[src/sv/fpu_pkg.sv]
`default_nettype none

package fpu_pkg;

    // scaling constants
    localparam int unsigned SCALE_DIV       = 100;
    localparam int unsigned SCALE_MAX       = 799;
    localparam int unsigned SCALE_RESET     = 100;
    localparam int unsigned CLIP_W_RESET    = 317;
    localparam int unsigned CLIP_H_RESET    = 377;
    localparam logic [7:0]  TRANSPARENT     = 8'hff;

    // defaults for the top level parameters
    localparam int unsigned COORD_BITS_DEF  = 12;
    localparam int unsigned QUEUE_DEPTH_DEF = 4;

    // fixed field widths
    localparam int unsigned POS_W   = 11;
    localparam int unsigned PIX_W   = 8;
    localparam int unsigned CFG_W   = 12;
    localparam int unsigned CFG_IDX = 3;

    // configuration register indexes
    typedef enum logic [CFG_IDX-1:0] {
        CFG_SCALE    = 3'd0,
        CFG_X_ORIGIN = 3'd1,
        CFG_Y_ORIGIN = 3'd2,
        CFG_SEED     = 3'd3,
        CFG_CLIP_EN  = 3'd4,
        CFG_CLIP_W   = 3'd5,
        CFG_CLIP_H   = 3'd6,
        CFG_SKIP     = 3'd7
    } cfg_reg_t;

    // whole factor and remainder of the scale
    typedef struct packed {
        logic [2:0] q;
        logic [6:0] r;
    } scale_split_t;

    // one surviving block of writes, inclusive corners
    typedef struct packed {
        logic [POS_W-1:0] x0;
        logic [POS_W-1:0] x1;
        logic [POS_W-1:0] y0;
        logic [POS_W-1:0] y1;
        logic [PIX_W-1:0] value;
    } fpu_desc_t;

    // queue status towards front and back
    typedef struct packed {
        logic full;
        logic empty;
    } fpu_q_stat_t;

    // split a scale in percent into q and r, saturating at the top of the range
    function automatic scale_split_t scale_split(input logic [9:0] s);
        logic [9:0]   sc;
        logic [2:0]   q;
        scale_split_t res;
        sc = (s > 10'(SCALE_MAX)) ? 10'(SCALE_MAX) : s;
        q  = 3'd0;
        for (int k = 1; k < 8; k++)
        begin
            if (sc >= 10'(k * SCALE_DIV))
            begin
                q = 3'(k);
            end
        end
        res.q = q;
        res.r = 7'(sc - 10'(q) * 10'(SCALE_DIV));
        return res;
    endfunction

endpackage

`default_nettype wire

[src/sv/fpu_front.sv]
`default_nettype none

module fpu_front #(
    parameter int unsigned COORD_BITS = fpu_pkg::COORD_BITS_DEF
) (
    input  wire logic                        clk,
    input  wire logic                        rst_n,
    input  wire logic                        cfg_wr,
    input  wire logic [fpu_pkg::CFG_IDX-1:0] cfg_index,
    input  wire logic [fpu_pkg::CFG_W-1:0]   cfg_data,
    input  wire logic                        s_tvalid,
    output logic                             s_tready,
    input  wire logic [7:0]                  s_tdata,  // pixel
    input  wire logic                        s_tlast,  // row_end
    input  wire fpu_pkg::fpu_q_stat_t        q_stat,
    output logic                             q_push,
    output fpu_pkg::fpu_desc_t               q_data
);

    localparam int CW    = COORD_BITS + 1;
    localparam int EW    = COORD_BITS + 2;
    localparam int W     = (EW > 13) ? EW : 13;
    localparam int LIM   = (COORD_BITS >= 12) ? 2048 : (1 << (COORD_BITS - 1));
    localparam int CMAX  = (1 << COORD_BITS) - 1;
    localparam int CMIN  = -(1 << COORD_BITS);

    // clamp a 12 bit origin into the cursor range
    function automatic logic signed [CW-1:0] clamp_origin(input logic signed [11:0] v);
        logic signed [W-1:0] ext;
        logic signed [W-1:0] res;
        ext = W'(v);
        res = ext;
        if (ext > W'(CMAX))
        begin
            res = W'(CMAX);
        end
        if (ext < W'(CMIN))
        begin
            res = W'(CMIN);
        end
        return CW'(res);
    endfunction

    // configuration registers
    fpu_pkg::scale_split_t      split_reg, split_next;
    logic signed [11:0]         x_origin_reg, x_origin_next;
    logic signed [11:0]         y_origin_reg, y_origin_next;
    logic [6:0]                 seed_reg, seed_next;
    logic                       clip_en_reg, clip_en_next;
    logic [10:0]                clip_w_reg, clip_w_next;
    logic [10:0]                clip_h_reg, clip_h_next;
    logic                       skip_reg, skip_next;
    logic                       restart;

    // walk state
    logic signed [CW-1:0]       cursor_x_reg, cursor_x_next;
    logic signed [CW-1:0]       row_y_reg, row_y_next;
    logic [6:0]                 accum_x_reg, accum_x_next;
    logic [6:0]                 accum_y_reg, accum_y_next;

    // per pixel block geometry
    logic                       accept;
    logic [11:0]                xlim12, ylim12;
    logic signed [EW-1:0]       xlim, ylim;
    logic [7:0]                 sx, sy;
    logic                       carry_x, carry_y;
    logic [3:0]                 ncols, nrows;
    logic signed [EW-1:0]       cur_x_e, cur_y_e;
    logic signed [EW-1:0]       x_sum, y_sum;
    logic signed [EW-1:0]       x_start, y_start, x_end, y_end;
    logic                       drop_px, block_ok;

    // config write decode
    always_comb
    begin
        split_next    = split_reg;
        x_origin_next = x_origin_reg;
        y_origin_next = y_origin_reg;
        seed_next     = seed_reg;
        clip_en_next  = clip_en_reg;
        clip_w_next   = clip_w_reg;
        clip_h_next   = clip_h_reg;
        skip_next     = skip_reg;
        restart       = 1'b0;
        if (cfg_wr)
        begin
            restart = 1'b1;
            case (fpu_pkg::cfg_reg_t'(cfg_index))
                fpu_pkg::CFG_SCALE:    split_next    = fpu_pkg::scale_split(cfg_data[9:0]);
                fpu_pkg::CFG_X_ORIGIN: x_origin_next = cfg_data;
                fpu_pkg::CFG_Y_ORIGIN: y_origin_next = cfg_data;
                fpu_pkg::CFG_SEED:     seed_next     = cfg_data[6:0];
                fpu_pkg::CFG_CLIP_EN:  clip_en_next  = cfg_data[0];
                fpu_pkg::CFG_CLIP_W:   clip_w_next   = cfg_data[10:0];
                fpu_pkg::CFG_CLIP_H:   clip_h_next   = cfg_data[10:0];
                fpu_pkg::CFG_SKIP:     skip_next     = cfg_data[0];
                default:               restart       = 1'b0;
            endcase
        end
    end

    always_ff @(posedge clk or negedge rst_n)
    begin
        if (!rst_n)
        begin
            split_reg    <= fpu_pkg::scale_split(10'(fpu_pkg::SCALE_RESET));
            x_origin_reg <= '0;
            y_origin_reg <= '0;
            seed_reg     <= '0;
            clip_en_reg  <= 1'b0;
            clip_w_reg   <= 11'(fpu_pkg::CLIP_W_RESET);
            clip_h_reg   <= 11'(fpu_pkg::CLIP_H_RESET);
            skip_reg     <= 1'b0;
        end
        else
        begin
            split_reg    <= split_next;
            x_origin_reg <= x_origin_next;
            y_origin_reg <= y_origin_next;
            seed_reg     <= seed_next;
            clip_en_reg  <= clip_en_next;
            clip_w_reg   <= clip_w_next;
            clip_h_reg   <= clip_h_next;
            skip_reg     <= skip_next;
        end
    end

    // upper bounds, exclusive, of the writable window
    always_comb
    begin
        xlim12 = 12'(LIM);
        ylim12 = 12'(LIM);
        if (clip_en_reg && ({1'b0, clip_w_reg} < 12'(LIM)))
        begin
            xlim12 = {1'b0, clip_w_reg};
        end
        if (clip_en_reg && ({1'b0, clip_h_reg} < 12'(LIM)))
        begin
            ylim12 = {1'b0, clip_h_reg};
        end
        xlim = EW'(signed'({1'b0, xlim12}));
        ylim = EW'(signed'({1'b0, ylim12}));
    end

    // block size from the remainder accumulators
    always_comb
    begin
        sx      = {1'b0, accum_x_reg} + {1'b0, split_reg.r};
        sy      = {1'b0, accum_y_reg} + {1'b0, split_reg.r};
        carry_x = (sx >= 8'(fpu_pkg::SCALE_DIV));
        carry_y = (sy >= 8'(fpu_pkg::SCALE_DIV));
        ncols   = {1'b0, split_reg.q} + {3'b000, carry_x};
        nrows   = {1'b0, split_reg.q} + {3'b000, carry_y};
    end

    // surviving rectangle of the block
    always_comb
    begin
        cur_x_e  = EW'(cursor_x_reg);
        cur_y_e  = EW'(row_y_reg);
        x_sum    = cur_x_e + EW'(signed'({1'b0, ncols}));
        y_sum    = cur_y_e + EW'(signed'({1'b0, nrows}));
        x_start  = cur_x_e[EW-1] ? EW'(0) : cur_x_e;
        y_start  = cur_y_e[EW-1] ? EW'(0) : cur_y_e;
        x_end    = (x_sum < xlim) ? x_sum : xlim;
        y_end    = (y_sum < ylim) ? y_sum : ylim;
        drop_px  = skip_reg && (s_tdata == fpu_pkg::TRANSPARENT);
        block_ok = !drop_px && (x_start < x_end) && (y_start < y_end);
    end

    // next walk state
    always_comb
    begin
        cursor_x_next = cursor_x_reg;
        row_y_next    = row_y_reg;
        accum_x_next  = accum_x_reg;
        accum_y_next  = accum_y_reg;
        if (restart)
        begin
            cursor_x_next = clamp_origin(x_origin_next);
            row_y_next    = clamp_origin(y_origin_next);
            accum_x_next  = seed_next;
            accum_y_next  = seed_next;
        end
        else if (accept)
        begin
            if (s_tlast)
            begin
                cursor_x_next = clamp_origin(x_origin_reg);
                accum_x_next  = seed_reg;
                row_y_next    = (y_sum > EW'(CMAX)) ? CW'(CMAX) : CW'(y_sum);
                accum_y_next  = carry_y ? 7'(sy - 8'(fpu_pkg::SCALE_DIV)) : sy[6:0];
            end
            else
            begin
                cursor_x_next = (x_sum > EW'(CMAX)) ? CW'(CMAX) : CW'(x_sum);
                accum_x_next  = carry_x ? 7'(sx - 8'(fpu_pkg::SCALE_DIV)) : sx[6:0];
            end
        end
    end

    always_ff @(posedge clk or negedge rst_n)
    begin
        if (!rst_n)
        begin
            cursor_x_reg <= '0;
            row_y_reg    <= '0;
            accum_x_reg  <= '0;
            accum_y_reg  <= '0;
        end
        else
        begin
            cursor_x_reg <= cursor_x_next;
            row_y_reg    <= row_y_next;
            accum_x_reg  <= accum_x_next;
            accum_y_reg  <= accum_y_next;
        end
    end

    // handshake and queue push
    assign s_tready = !q_stat.full;
    assign accept   = s_tvalid && s_tready;
    assign q_push   = accept && block_ok;

    always_comb
    begin
        q_data.x0    = fpu_pkg::POS_W'(x_start);
        q_data.x1    = fpu_pkg::POS_W'(x_end - EW'(1));
        q_data.y0    = fpu_pkg::POS_W'(y_start);
        q_data.y1    = fpu_pkg::POS_W'(y_end - EW'(1));
        q_data.value = s_tdata;
    end

endmodule

`default_nettype wire

[src/sv/fpu_queue.sv]
`default_nettype none

module fpu_queue #(
    parameter int unsigned DEPTH = fpu_pkg::QUEUE_DEPTH_DEF
) (
    input  wire logic                 clk,
    input  wire logic                 rst_n,
    input  wire logic                 push,
    input  wire fpu_pkg::fpu_desc_t   push_data,
    input  wire logic                 pop,
    output fpu_pkg::fpu_desc_t        pop_data,
    output fpu_pkg::fpu_q_stat_t      stat
);

    localparam int PW = (DEPTH > 1) ? $clog2(DEPTH) : 1;
    localparam int NW = $clog2(DEPTH + 1);

    fpu_pkg::fpu_desc_t mem_reg [DEPTH];
    logic [PW-1:0]      wr_ptr_reg, wr_ptr_next;
    logic [PW-1:0]      rd_ptr_reg, rd_ptr_next;
    logic [NW-1:0]      count_reg, count_next;
    logic               do_push, do_pop;

    assign stat.full  = (count_reg == NW'(DEPTH));
    assign stat.empty = (count_reg == '0);
    assign do_push    = push && !stat.full;
    assign do_pop     = pop && !stat.empty;
    assign pop_data   = mem_reg[rd_ptr_reg];

    // pointer and fill count
    always_comb
    begin
        wr_ptr_next = wr_ptr_reg;
        rd_ptr_next = rd_ptr_reg;
        count_next  = count_reg;
        if (do_push)
        begin
            wr_ptr_next = (wr_ptr_reg == PW'(DEPTH - 1)) ? '0 : wr_ptr_reg + PW'(1);
        end
        if (do_pop)
        begin
            rd_ptr_next = (rd_ptr_reg == PW'(DEPTH - 1)) ? '0 : rd_ptr_reg + PW'(1);
        end
        if (do_push && !do_pop)
        begin
            count_next = count_reg + NW'(1);
        end
        else if (do_pop && !do_push)
        begin
            count_next = count_reg - NW'(1);
        end
    end

    always_ff @(posedge clk or negedge rst_n)
    begin
        if (!rst_n)
        begin
            wr_ptr_reg <= '0;
            rd_ptr_reg <= '0;
            count_reg  <= '0;
        end
        else
        begin
            wr_ptr_reg <= wr_ptr_next;
            rd_ptr_reg <= rd_ptr_next;
            count_reg  <= count_next;
        end
    end

    // storage, no reset
    always_ff @(posedge clk)
    begin
        if (do_push)
        begin
            mem_reg[wr_ptr_reg] <= push_data;
        end
    end

endmodule

`default_nettype wire

[src/sv/fpu_back.sv]
`default_nettype none

module fpu_back (
    input  wire logic                 clk,
    input  wire logic                 rst_n,
    input  wire fpu_pkg::fpu_q_stat_t q_stat,
    input  wire fpu_pkg::fpu_desc_t   q_data,
    output logic                      q_pop,
    output logic                      m_tvalid,
    input  wire logic                 m_tready,
    output logic [31:0]               m_tdata,  // dest_x, dest_y, value, zero pad
    output logic                      m_tlast   // last
);

    localparam int PW = fpu_pkg::POS_W;

    // block walk registers
    logic                       busy_reg, busy_next;
    logic [PW-1:0]              cx_reg, cx_next;
    logic [PW-1:0]              cy_reg, cy_next;
    logic [PW-1:0]              x0_reg, x0_next;
    logic [PW-1:0]              x1_reg, x1_next;
    logic [PW-1:0]              y1_reg, y1_next;
    logic [fpu_pkg::PIX_W-1:0]  val_reg, val_next;

    // output beat registers
    logic                       ovalid_reg, ovalid_next;
    logic [PW-1:0]              ox_reg, ox_next;
    logic [PW-1:0]              oy_reg, oy_next;
    logic [fpu_pkg::PIX_W-1:0]  oval_reg, oval_next;
    logic                       olast_reg, olast_next;

    logic                       adv, is_last;

    assign adv     = busy_reg && (!ovalid_reg || m_tready);
    assign is_last = (cx_reg == x1_reg) && (cy_reg == y1_reg);
    assign q_pop   = !q_stat.empty && (!busy_reg || (adv && is_last));

    // walk columns inner, rows outer
    always_comb
    begin
        busy_next = busy_reg;
        cx_next   = cx_reg;
        cy_next   = cy_reg;
        x0_next   = x0_reg;
        x1_next   = x1_reg;
        y1_next   = y1_reg;
        val_next  = val_reg;
        if (adv)
        begin
            if (cx_reg == x1_reg)
            begin
                cx_next = x0_reg;
                cy_next = cy_reg + PW'(1);
            end
            else
            begin
                cx_next = cx_reg + PW'(1);
            end
            if (is_last)
            begin
                busy_next = 1'b0;
            end
        end
        if (q_pop)
        begin
            busy_next = 1'b1;
            cx_next   = q_data.x0;
            cy_next   = q_data.y0;
            x0_next   = q_data.x0;
            x1_next   = q_data.x1;
            y1_next   = q_data.y1;
            val_next  = q_data.value;
        end
    end

    // output register, refilled as the beat leaves
    always_comb
    begin
        ovalid_next = ovalid_reg;
        ox_next     = ox_reg;
        oy_next     = oy_reg;
        oval_next   = oval_reg;
        olast_next  = olast_reg;
        if (adv)
        begin
            ovalid_next = 1'b1;
            ox_next     = cx_reg;
            oy_next     = cy_reg;
            oval_next   = val_reg;
            olast_next  = is_last;
        end
        else if (m_tready)
        begin
            ovalid_next = 1'b0;
        end
    end

    always_ff @(posedge clk or negedge rst_n)
    begin
        if (!rst_n)
        begin
            busy_reg   <= 1'b0;
            ovalid_reg <= 1'b0;
        end
        else
        begin
            busy_reg   <= busy_next;
            ovalid_reg <= ovalid_next;
        end
    end

    always_ff @(posedge clk)
    begin
        cx_reg    <= cx_next;
        cy_reg    <= cy_next;
        x0_reg    <= x0_next;
        x1_reg    <= x1_next;
        y1_reg    <= y1_next;
        val_reg   <= val_next;
        ox_reg    <= ox_next;
        oy_reg    <= oy_next;
        oval_reg  <= oval_next;
        olast_reg <= olast_next;
    end

    assign m_tvalid = ovalid_reg;
    assign m_tdata  = {2'b00, oval_reg, oy_reg, ox_reg};
    assign m_tlast  = olast_reg;

    // walk stays inside the loaded rectangle
    a_walk_bounds: assert property (@(posedge clk) disable iff (!rst_n)
        busy_reg |-> (cx_reg >= x0_reg && cx_reg <= x1_reg && cy_reg <= y1_reg))
        else $error("block walk left its rectangle");

    // a loaded block is never empty
    a_load_busy: assert property (@(posedge clk) disable iff (!rst_n)
        q_pop |=> (busy_reg && cx_reg <= x1_reg && cy_reg <= y1_reg))
        else $error("loaded block has no writes");

    // the final beat of a block ends the walk unless a new block loads
    a_last_ends: assert property (@(posedge clk) disable iff (!rst_n)
        (adv && is_last && !q_pop) |=> (!busy_reg && ovalid_reg && olast_reg))
        else $error("walk continued past the final write");

endmodule

`default_nettype wire

[src/sv/fractional_pixel_upscaler.sv]
`default_nettype none

// channel   dir  beat content                                   accepted when
// s_axis    in   tdata[7:0] pixel, tlast row_end                 s_tvalid & s_tready
// m_axis    out  tdata dest_x, dest_y, value; tlast last         m_tvalid & m_tready
// cfg       in   cfg_index register, cfg_data value              cfg_wr
//
// the front takes one pixel a cycle while the descriptor queue has room
// the back emits one write per cycle from its column and row counter while the
// output is not stalled; a pixel yields at most 64 writes
// reset is asynchronous and immediate; there is no clearing pass
// a stalled output holds its beat in the output register while the back
// loads the next write behind it and the front keeps filling the queue

module fractional_pixel_upscaler #(
    parameter int unsigned COORD_BITS  = fpu_pkg::COORD_BITS_DEF,
    parameter int unsigned QUEUE_DEPTH = fpu_pkg::QUEUE_DEPTH_DEF
) (
    input  wire logic                        clk,
    input  wire logic                        rst_n,
    input  wire logic                        cfg_wr,
    input  wire logic [fpu_pkg::CFG_IDX-1:0] cfg_index,
    input  wire logic [fpu_pkg::CFG_W-1:0]   cfg_data,
    input  wire logic                        s_tvalid,
    output logic                             s_tready,
    input  wire logic [7:0]                  s_tdata,  // pixel
    input  wire logic                        s_tlast,  // row_end
    output logic                             m_tvalid,
    input  wire logic                        m_tready,
    output logic [31:0]                      m_tdata,  // dest_x, dest_y, value, zero pad
    output logic                             m_tlast   // last
);

    fpu_pkg::fpu_q_stat_t q_stat;
    fpu_pkg::fpu_desc_t   push_data;
    fpu_pkg::fpu_desc_t   pop_data;
    logic                 q_push;
    logic                 q_pop;

    // pixel classification and block geometry
    fpu_front #(
        .COORD_BITS (COORD_BITS)
    ) u_front (
        .clk       (clk),
        .rst_n     (rst_n),
        .cfg_wr    (cfg_wr),
        .cfg_index (cfg_index),
        .cfg_data  (cfg_data),
        .s_tvalid  (s_tvalid),
        .s_tready  (s_tready),
        .s_tdata   (s_tdata),
        .s_tlast   (s_tlast),
        .q_stat    (q_stat),
        .q_push    (q_push),
        .q_data    (push_data)
    );

    // descriptor queue
    fpu_queue #(
        .DEPTH (QUEUE_DEPTH)
    ) u_queue (
        .clk       (clk),
        .rst_n     (rst_n),
        .push      (q_push),
        .push_data (push_data),
        .pop       (q_pop),
        .pop_data  (pop_data),
        .stat      (q_stat)
    );

    // write generation
    fpu_back u_back (
        .clk      (clk),
        .rst_n    (rst_n),
        .q_stat   (q_stat),
        .q_data   (pop_data),
        .q_pop    (q_pop),
        .m_tvalid (m_tvalid),
        .m_tready (m_tready),
        .m_tdata  (m_tdata),
        .m_tlast  (m_tlast)
    );

endmodule

`default_nettype wire

[config.mk]
export PLATFORM = sky130hd
export DESIGN_NAME = fractional_pixel_upscaler
export DESIGN_NICKNAME = d
export VERILOG_FILES = /design/src/sv/fpu_pkg.sv /design/src/sv/fpu_front.sv /design/src/sv/fpu_queue.sv /design/src/sv/fpu_back.sv /design/src/sv/fractional_pixel_upscaler.sv
export SDC_FILE = /design/constraint.sdc
export NUM_CORES = 1
export LEC_CHECK = 0
export BUFFER_PORTS_ARGS = -buffer_cell sky130_fd_sc_hd__buf_2
export CAP_MARGIN = 20
export CORE_ASPECT_RATIO = 1.2
export CORE_MARGIN = 2
export CORE_UTILIZATION = 50
export DETAILED_ROUTE_END_ITERATION = 16
export PLACE_DENSITY_LB_ADDON = 0.08
export SYNTH_ARGS = -nofsm -noshare
export SYNTH_HDL_FRONTEND = slang
export SYNTH_SLANG_ARGS = --single-unit
[constraint.sdc]
create_clock -name clk -period 10.3 [get_ports clk]
set_input_delay 1.545 -clock clk [delete_from_list [all_inputs] [get_ports clk]]
set_output_delay 1.545 -clock clk [all_outputs]
set_load 0.02 [all_outputs]
==> impl_metrics.toml <==
[status]
status = "finished, final reports clean"

[setup_path]
timing.rr.start = "u_front.accum_x_reg[1]"
crit_type = "flop to flop"
critPathMostFrequentCell = "ha_1"
cpLargestDelayFamily = "adder cells"
worstSetupStartpointType = "flop"
slowest_delay_ps = 600
worstPathMaxFanout = 8
crit_arrival_ps = 9820
end_kind = "flop"
cp.required_ps = 10770
rr_worst_depth = 37
critical_path_buf_inv_count = 1
reg2reg_to = "u_queue.count_reg[2]"
cp_slowest_cell = "o31ai_1"
reg2reg_slack_ps = 950

[synth]
yosysWarningCount = 0
ys_seq_area_frac = 0.587
yosys.cell_types.count = 75
synth_top_area_share = 0.446
ys_top_cells_by_area = "edfxtp_1, dfrtp_1, mux4_2"
yosys.area.top_type = "edfxtp_1"
async_flop_share = 0.274
synthesis.area_um2 = 20400
synth_edf_count = 302
syn_inst = 1534
synth.ff_latch_count = 416
avgSynthCellArea_um2 = 13.3
synth-main-ff-cell = "edfxtp_1"

[timing]
setup_viol = 0
rsz0062_at_grt = "false"
fmax_ghz = 0.107
fin_skew_ps = 19.4
slew_headroom = 0.368
worst_pin_slew_ps = 948
fin_crit_sh = 0.908
fin_crit_ps = 9350
hold_viol_final = 0
tns_ps = 0
hold_ws_ps = 421
drv_slew = 0

[job]
max_cap_viol_count = 0

[grt]
grt-ovfl-total = 0
grt_pass1_vias = 12500
grt_pass1_wl_mm = 71.7
globalRouteTotalUtil = 0.219
grt_max_degree = 73
antenna_found_initial = 0

[cells_and_area]
fin_util = 0.570
antennaDiodeCount = 0
area_delta_synth_final_pct = 11.8
layout_commonest_cell = "edfxtp_1"
final_cell_mix = "edfxtp_1, nand2_1, dfrtp_1"
final_net_count = 1712
fill_cells = 3282
drive_gt1_frac = 0.190
largest_register_ffs = 208

[placed_design]
place_hpwl_mm = 31.8
portBuffers = 61
globalplace.congestion = 0.916

[detailed_routing]
drtIter0Drc = 685
drc = 0
detail-route-antenna-nets = 0
avgRoutedWirePerCell_um = 20.9
vias = 12300
wirelength_mm = 45.2
viasPerCell = 5.68
firstDrtPassIters = 6

[clocking]
worstSkewPairLatency_ps = 560
cts_resized = 0
cts_hold_buf = 0
cts.sinks = 416
root_buffer = "clkbuf_16"
cts_buffer_depth = 3
clk_pin_slew_worst_paths_ps = 60
cts_tree = "built"
cts_buffers = 43
cts_setup_buffers = 0
htreeDepth = 2

[power_and_ir_drop]
p_total_uw = 7530
powerDensity_nw_per_um2 = 331
power.leakage_uw = 0.00842
ir_drop_mv = 0.208

[floorplan]
io_pins = 64
die_h_um = 225
die_x_um = 188
initial_utilization = 0.510
core_um2 = 39900
die_area_um2 = 42300
num_rows = 80

[hold_path]
min_to = "u_back.oval_reg[3]"
holdPathStages = 0
min_from = "u_back.val_reg[3]"
hold_class = "flop to flop"
-- worst reg2reg max path: cells and delay by family (launching register included) --
family                     cells  cell delay [ps]
and+or+nand+nor                7              860
xor gates and xnor gates       4              780
DFF                            1              400
AOI/OAI and AO/OA             13             3260
adders and majority gates     12             3870
buffers and inverters          1               60
-- Yosys cell counts, drive strengths merged, types with 52 or more instances --
master  number
a21oi       69
clkbuf      55
dfrtp      101
edfxtp     302
ha          81
mux2        91
mux4        52
nand2      136
nor2        85
o21ai       63
xnor2       58
-- power by group --
group          switching [µW]  internal (µW)  total [µW]
combinational            1890           1280        3170
sequential                241           2520        2760
clock                     651            953        1600
total                    2790           4750        7530
-- logic make-up after synthesis --
logic type / Yosys count / synth area share
compound gates: 257 / 0.0826
xor+xnor: 98 / 0.0425
fa+ha+maj: 90 / 0.0573
buf+inv: 109 / 0.0208
flops: 416 / 0.587
mux: 153 / 0.113
other cells: 1 / 0.000184
simple gates: 410 / 0.0972
-- worst max path at each step --
stage	depth (start not counted)	start	endpoint	slack, ps
after floorplan	35	u_front.accum_x_reg[1]	u_queue.mem_reg[1][0]	710
after global placement	39	u_front.split_reg[0]	u_queue.count_reg[2]	1100
after detailed placement	39	u_front.accum_y_reg[1]	u_queue.count_reg[2]	920
after CTS	39	u_front.accum_y_reg[1]	u_queue.count_reg[2]	870
after global routing	39	u_front.split_reg[0]	u_queue.count_reg[2]	60
final	37	u_front.accum_x_reg[1]	u_queue.count_reg[2]	950
-- metal layers --
metal | vias to the layer above | GRT usage | part of all wire
li1 | 5879 | - | -
met1 | 6103 | 0.287 | 0.44
met2 | 231 | 0.377 | 0.49
met3 | 80 | 0.0254 | 0.033
met4 | 0 | 0.0831 | 0.035
met5 | - | 0 | 0
-- through the flow --
stage	cells	area, µm²	worst slack, ps
final	2163	22800	950
after global routing	2163	22800	61.5
after CTS	2160	22700	869
after detailed placement	2081	21300	922
after global placement	2081	21300	1100
after floorplan	1535	20400	710
-- layout make-up --
class                      instances  area (µm²)  area share
timing repair buffer              88         531      0.0233
inverter                          37         139     0.00610
tap                              533         667      0.0293
clock inverter                    27         345      0.0152
clock buffer                      52        1110      0.0488
sequential                       416       11900       0.525
multi-input combinational       1010        8020       0.352
Power figures use the tool's default switching activity.
